`src/hdl/tcdt_pkg.sv`:
```
// tcdt_pkg: shared types and constants for the triangle coverage and depth test
// item and result payloads, queue entry layout, back-end state encoding
// no dependencies
package tcdt_pkg;

	localparam int SCREEN_WIDTH    = 640;
	localparam int SCREEN_HEIGHT   = 480;
	localparam int COORD_FRAC_BITS = 4;
	localparam int DEPTH_BITS      = 24;
	localparam int FIFO_DEPTH      = 4;
	localparam int FIFO_AW         = 2;
	localparam int CW              = 19;
	localparam int PW              = 2 * CW;
	localparam int EW              = PW + 1;
	localparam int MW              = PW;
	localparam int SW              = MW + 2;
	localparam int WW              = 16;
	localparam int ACCW            = 42;

	typedef struct packed {
		logic signed [15:0]           vertex_a_x;
		logic signed [15:0]           vertex_a_y;
		logic signed [23:0]           vertex_a_depth;
		logic signed [15:0]           vertex_b_x;
		logic signed [15:0]           vertex_b_y;
		logic signed [23:0]           vertex_b_depth;
		logic signed [15:0]           vertex_c_x;
		logic signed [15:0]           vertex_c_y;
		logic signed [23:0]           vertex_c_depth;
		logic [9:0]                   pixel_x;
		logic [8:0]                   pixel_y;
	} item_t;

	typedef struct packed {
		logic                         covered;
		logic                         depth_written;
		logic signed [DEPTH_BITS-1:0] frag_depth;
		logic [WW-1:0]                weight_a;
		logic [WW-1:0]                weight_b;
		logic [WW-1:0]                weight_c;
		logic [9:0]                   out_pixel_x;
		logic [8:0]                   out_pixel_y;
	} result_t;

	typedef struct packed {
		logic                         covered;
		logic                         onscreen;
		logic [MW-1:0]                m_ab;
		logic [MW-1:0]                m_bc;
		logic [MW-1:0]                m_ca;
		logic signed [23:0]           za;
		logic signed [23:0]           zb;
		logic signed [23:0]           zc;
		logic [9:0]                   px;
		logic [8:0]                   py;
	} entry_t;

	typedef struct packed {
		logic                         push;
		logic                         full;
	} queue_ctl_t;

	typedef enum logic [2:0] {
		B_CLR,
		B_IDLE,
		B_DIV,
		B_MUL,
		B_RD,
		B_CMP,
		B_OUT
	} back_state_t;

endpackage

```
`src/hdl/tcdt_fifo.sv`:
```
// tcdt_fifo: short queue of classified fragments between front and back end
// depends on tcdt_pkg
module tcdt_fifo (
	input  logic                 clk,
	input  logic                 arst_n,
	input  tcdt_pkg::queue_ctl_t wr,
	input  tcdt_pkg::entry_t     wr_entry,
	input  logic                 pop,
	output logic                 empty,
	output tcdt_pkg::entry_t     rd_entry
);

	tcdt_pkg::entry_t                slots_q [tcdt_pkg::FIFO_DEPTH];
	logic [tcdt_pkg::FIFO_AW-1:0]    wptr_q, rptr_q;
	logic [tcdt_pkg::FIFO_AW:0]      count_q;
	logic                            do_pop;

	assign empty    = (count_q == '0);
	assign do_pop   = pop && !empty;
	assign rd_entry = slots_q[rptr_q];

	always_ff @(posedge clk or negedge arst_n) begin
		if (!arst_n) begin
			wptr_q  <= '0;
			rptr_q  <= '0;
			count_q <= '0;
		end else begin
			if (wr.push)
				wptr_q <= wptr_q + 1'b1;
			if (do_pop)
				rptr_q <= rptr_q + 1'b1;
			if (wr.push && !do_pop)
				count_q <= count_q + 1'b1;
			else if (!wr.push && do_pop)
				count_q <= count_q - 1'b1;
		end
	end

	always_ff @(posedge clk) begin
		if (wr.push)
			slots_q[wptr_q] <= wr_entry;
	end

endmodule

```
`config.mk`:
```
export PLATFORM = sky130hd
export DESIGN_NAME = tcdt_fifo
export DESIGN_NICKNAME = d
export VERILOG_FILES = /design/src/hdl/tcdt_pkg.sv /design/src/hdl/tcdt_fifo.sv
export SDC_FILE = /design/constraint.sdc
export NUM_CORES = 1
export LEC_CHECK = 0
export BUFFER_PORTS_ARGS = -buffer_cell sky130_fd_sc_hd__buf_2
export CAP_MARGIN = 0
export CORE_ASPECT_RATIO = 0.75
export CORE_MARGIN = 4
export CORE_UTILIZATION = 30
export DETAILED_ROUTE_END_ITERATION = 8
export PLACE_DENSITY_LB_ADDON = 0.25
export SLEW_MARGIN = 20
export SYNTH_ARGS = -nofsm -noshare
export SYNTH_HDL_FRONTEND = slang
export SYNTH_SLANG_ARGS = --single-unit
```
`constraint.sdc`:
```
create_clock -name clk -period 12.6 [get_ports clk]
set_input_delay 1.26 -clock clk [delete_from_list [all_inputs] [get_ports clk]]
set_output_delay 1.26 -clock clk [all_outputs]
set_load 0.02 [all_outputs]
```
==> results.ini, run 1 <==
[pwr]
peakVddDrop_uv = 142.3
total_power_uw = 9017
powerDensity_mw_per_mm2 = 246.1
p_leak_uw = 0.01223

[place]
pre_cts_ws_ps = 8158
dpl.hpwl_mm = 37.54
io_buffers = 418
place_congestion = 0.7042

[floorplan]
initial_core_util_pct = 30.34
die_y_um = 282.7
io_pins = 420
dieArea_mm2 = 0.1058
chipWidth_um = 374.2
num_rows = 100
core_mm2 = 0.09947

[synthesis]
synth_area_mm2 = 0.03018
synth_cell_types = 20
ys_top_cells_by_area = edfxtp_1 82%, mux4_2 15%, dfrtp_1 0.58%, buf_2 0.41%, buf_4 0.27%
synth_top_area_share_pct = 82.40
yosysWarnings = 0
syn_avg_cell_area_um2 = 27.06
synthCells = 1115
ys_ff_latch = 835
ys_seq_area_share_pct = 82.98
yosysTopAreaCell = edfxtp_1
syn_nets = 1333

[cells_and_area]
multi_input_area_mm2 = 0.004871
regArea_mm2 = 0.02505
syn2layout_area_growth_pct = 21.42
n_fill_cell = 9090
post_route_cells_drive_above_1_share_pct = 46.65
nets = 1810

[global_routing]
antenna_found_initial = 15
grt_pass1_vias = 14430
grt-ovfl-total = 0
grt_pass1_wl_mm = 94.59
grt_max_degree = 123
grt.total_usage_pct = 11.97

[sta]
setup_viol = 0
hold_viol = 0
hold_ws_ps = 452.8
clock_skew_ps = 21.22
fmaxAchievable_ghz = 0.2190
slew_headroom_pct = 31.67
setup_tns_ps = 0
finalMaxSlewViolations = 0
min_period_over_period_pct = 36.25
rsz0062_at_grt = false
layout_min_cycle_time_ps = 4567
finalWorstSetupSlack_ps = 8033
worst_pin_slew_ps = 1025

[route]
wl_per_cell_um = 21.45
viasPerCell = 4.462
drt-initial-drc-count = 623
dr.pass1.iters = 4
wl_mm = 64.21
vias = 13350
drtAntennaViolNets = 0
route.detailed.drc = 0

[setup_path]
worst_setup_path_end_kind = output port
critPathLaunch = rptr_q[0]
critical_path.reg2reg.startpoint = wptr_q[0]
worstRegToRegCells = 5
endpoint = rd_entry[72]
worstPathArrival_ps = 3310
r2r_end = slots_q[2][117]
rrSetupSlack_ps = 9140
critical_path_required_ps = 11340
critPathKind = flop to output port
worst-path-max-fanout = 84
start_kind = flop

[clock_tree]
hold_buffers = 0
clkLatencyLatePin_ps = 630
clock_sinks = 835
htree_levels = 3
ctsResizeCount = 0
clock_path_buffers = 3
cts-root-buf = clkbuf_16
numCtsBuffers = 87
tritoncts = built
cts.clk_slew.worst_paths_ps = 60
post_cts.repair.setup_buffers = 0

[worst_hold_path]
hold_path_class = input port to asynchronous set/reset pin

[run_status]
status = finished clean

[job]
max_cap_violations = 0

sequential cells by signal, indices dropped and copies added, names as in the netlist:
register / cells
rptr_q: 2
slots_q: 828
wptr_q: 2
count_q: 3
critical path: stages, from the launching register on:
cell and delay, ps:
dfrtp_4 1050, buf_12 540, mux4_2 630, buf_2 180
per-layer routing:
layer / vias up / routed length, um / global-route usage (%)
li1: 5841 / - / -
met1: 7058 / 26300 / 15.04
met2: 324 / 31700 / 19.52
met3: 115 / 4696 / 4.471
met4: 16 / 1403 / 3.491
met5: - / 110 / 0
cells by family after synthesis:
kind of cell	count (synthesis)	share of synthesized area, %
AO/OA/AOI/OAI	1	0.01657
multiplexers	208	15.49
adder cells (fa/ha/maj)	6	0.2737
flip-flops	835	82.98
buffers and inverters	50	0.9122
AND/OR/NAND/NOR	9	0.1575
XOR/XNOR	6	0.1742
power by group:
part,leakage [uW],switching (uW),internal [uW]
logic,0.00318,1670,1050
registers,0.00769,168,3630
clock network,0.00136,1030,1450
total,0.0122,2880,6140
area by class of cell:
type / count / share of cell area, %
Antenna cell: 8 / 0.05464
Clock buffer: 103 / 6.280
Clock inverter: 53 / 1.301
Inverter: 4 / 0.04098
Multi-Input combinational cell: 230 / 13.29
Sequential cell: 835 / 68.36
Tap cell: 1326 / 4.528
Timing Repair Buffer: 434 / 6.140
placed cells by master, fill, tap and decap left out, drive strengths merged:
master / synthesis / final
edfxtp: 828 / 828
buf: 43 / 434
mux4: 207 / 207
clkbuf: 3 / 103
clkinv: 0 / 36
inv: 4 / 12
diode: 0 / 8
bufinv: 0 / 7
dfrtp: 7 / 7
ha: 5 / 5
and2: 4 / 4
xnor2: 3 / 3
xor2: 3 / 3
nand2: 2 / 2
clkinvlp: 0 / 2
or3: 1 / 1
mux2: 1 / 1
o21ai: 1 / 1
nand3: 1 / 1
nor2: 1 / 1
fa: 1 / 1
Yosys cell counts:
| cell type | instances |
|---|---|
| fa_1 | 1 |
| o21ai_0 | 1 |
| xnor2_1 | 3 |
| inv_1 | 4 |
| nor2_1 | 1 |
| edfxtp_1 | 828 |
| buf_1 | 5 |
| buf_2 | 25 |
| buf_4 | 11 |
| nand3_1 | 1 |
| or3_1 | 1 |
| and2_1 | 4 |
| nand2_1 | 2 |
| mux4_2 | 207 |
| ha_1 | 5 |
| dfrtp_1 | 7 |
| xor2_1 | 3 |
| mux2_2 | 1 |
| clkbuf_1 | 3 |
| buf_6 | 2 |
stage by stage:
stage / area [um^2] / util [%] / instances
floorplan: 30180 / - / 1115
global placement: 33840 / 34.02 / 2829
detailed placement: 33840 / 34.02 / 2829
CTS: 36620 / 36.81 / 2985
global route: 36620 / 36.81 / 2985
finish: 36640 / 36.83 / 2993
how the worst min path moves through the flow:
stage	endpoint	slack, ps	cells after the start
after floorplan	count_q[2]	430	1
after global placement	count_q[2]	450	1
after detailed placement	count_q[2]	480	1
after CTS	wptr_q[0]	370	1
after global routing	wptr_q[0]	400	1
final	count_q[2]	450	1
Power figures use the tool's default switching activity.
==> run 2: changes to the inputs <==
==> constraint.sdc (replaced) <==
create_clock -name clk -period 4.5 [get_ports clk]
set_input_delay 0.45 -clock clk [delete_from_list [all_inputs] [get_ports clk]]
set_output_delay 0.45 -clock clk [all_outputs]
set_load 0.02 [all_outputs]
==> results.ini, run 2 (synthesized netlist as in run 1, its figures left out) <==
[place]
place_congestion = 0.6964
dpl.hpwl_mm = 39.50
io_buffers = 418
placedCellCount = 2847

[cells_and_area]
post_route_cells_drive_above_1_share_pct = 41.64
top_regs = slots_q (828), count_q (3)
stdcell_count = 3214
final_cell_mix = 828 x edfxtp_1, 418 x buf_2, 208 x dlygate4sd3_1, 207 x mux4_2, 90 x clkbuf_16
syn2layout_area_growth_pct = 28.96
multi_input_area_mm2 = 0.004871
largest_reg_flops = 828
nets = 2035
n_fill_cell = 8938
regMostFlops = slots_q
regArea_mm2 = 0.02505
final_common_cell = edfxtp_1

[sta]
setup_viol = 0
min_period_over_period_pct = 74.08
clock_skew_ps = 20.44
layout_min_cycle_time_ps = 3334
worst_pin_slew_ps = 902.7
finalMaxSlewViolations = 0
rsz0062_at_grt = false
fmaxAchievable_ghz = 0.3000
setup_tns_ps = 0
slew_headroom_pct = 39.82
hold_viol = 0

[floorplan]
dieArea_mm2 = 0.1058
io_pins = 420
chipWidth_um = 374.2
core_mm2 = 0.09947
initial_core_util_pct = 30.34
die_y_um = 282.7
num_rows = 100

[run_status]
status = finished clean

[route]
dr.pass1.iters = 4
wl_per_cell_um = 20.33
wl_mm = 65.34
drtAntennaViolNets = 0
viasPerCell = 4.416
drt-initial-drc-count = 710
vias = 14190
route.detailed.drc = 0

[clock_tree]
numCtsBuffers = 86
hold_buffers = 208
cts-root-buf = clkbuf_16
ctsResizeCount = 0
post_cts.repair.setup_buffers = 0
tritoncts = built
clock_sinks = 835
clock_path_buffers = 3
clkLatencyLatePin_ps = 650
cts.clk_slew.worst_paths_ps = 60
htree_levels = 3

[setup_path]
critPathKind = flop to output port
critical_path_required_ps = 4050
endpoint = rd_entry[73]
cpPeakStageDelay_ps = 890
worstPathArrival_ps = 2880
worst_setup_path_end_kind = output port
critical_path.reg2reg.startpoint = wptr_q[0]
r2r_end = slots_q[0][156]
critPathLaunch = rptr_q[0]
worstRegToRegCells = 4
slowest_stage = dfrtp_4
crit_chain = buf_4, mux4_2, buf_2
worst-path-max-fanout = 28
start_kind = flop
rrSetupSlack_ps = 2200

[pwr]
powerDensity_mw_per_mm2 = 652.9
p_leak_uw = 0.01319
peakVddDrop_uv = 357.6

[global_routing]
antenna_found_initial = 5
grt-ovfl-total = 0
grt_max_degree = 77
grt.total_usage_pct = 12.19
grt_pass1_vias = 15480
grt_pass1_wl_mm = 97.07

[worst_hold_path]
hold_path_class = input port to flop

[job]
max_cap_violations = 0

run 2: cell count changes in the layout (fill, tap and decap cells not counted), sizes merged:
cell         delta
buf            +18
bufinv          -1
clkbuf          +6
clkinv          -2
clkinvlp        -1
diode           -3
dlygate4sd3   +208
inv             -4
run 2: stage by stage:
stage	setup slack [ps]	hold WS [ps]	cell area, um^2	power [uW]	utilization [%]
2_1_floorplan	903.0	154.4	30180	16000	-
3_3_place_gp	1718	290.0	34100	18800	34.28
3_5_place_dp	1727	296.8	34100	18880	34.28
4_1_cts	965.5	11.02	38900	26020	39.11
5_1_grt	921.5	35.58	38910	26730	39.11
6_report	1166	97.77	38910	25410	39.12
run 2: worst min path at each step:
| stage | startpoint | endpoint | slack [ps] | cells after the start |
|---|---|---|---|---|
| floorplan | arst_n | count_q[0] | 150 | 0 |
| finish | pop | rptr_q[1] | 100 | 3 |
| global route | pop | rptr_q[1] | 40 | 3 |
| detailed placement | arst_n | count_q[2] | 300 | 1 |
| global placement | arst_n | count_q[2] | 290 | 1 |
| CTS | pop | rptr_q[1] | 10 | 3 |
run 2: area by class of cell:
type	instances	share of cell area, %
multi-input cells	230	12.52
well taps	1326	4.264
flip-flops and latches	835	64.36
clock inverters	45	1.013
inverters	4	0.03858
repair buffers	660	11.80
clock buffers	109	5.971
diodes	5	0.03215
run 2: layer usage:
layer | wire length, um | track usage (%)
met2 | 31990 | 19.81
met4 | 1421 | 3.333
met3 | 4474 | 4.040
met5 | 46 | 0
met1 | 27410 | 15.83
run 2: power breakdown:
part	switching, uW	total [uW]	internal [uW]	leakage, uW
combinational	4760	7950	3200	0.00417
clock	2860	6850	4000	0.00133
sequential	445	10600	10200	0.00769
total	8060	25400	17300	0.0132
run 2: worst max-delay path: cells and delay by family (launching register included):
family	cells	cell delay [ps]
buffers and inverters	2	690
flip-flops	1	890
multiplexers	1	600
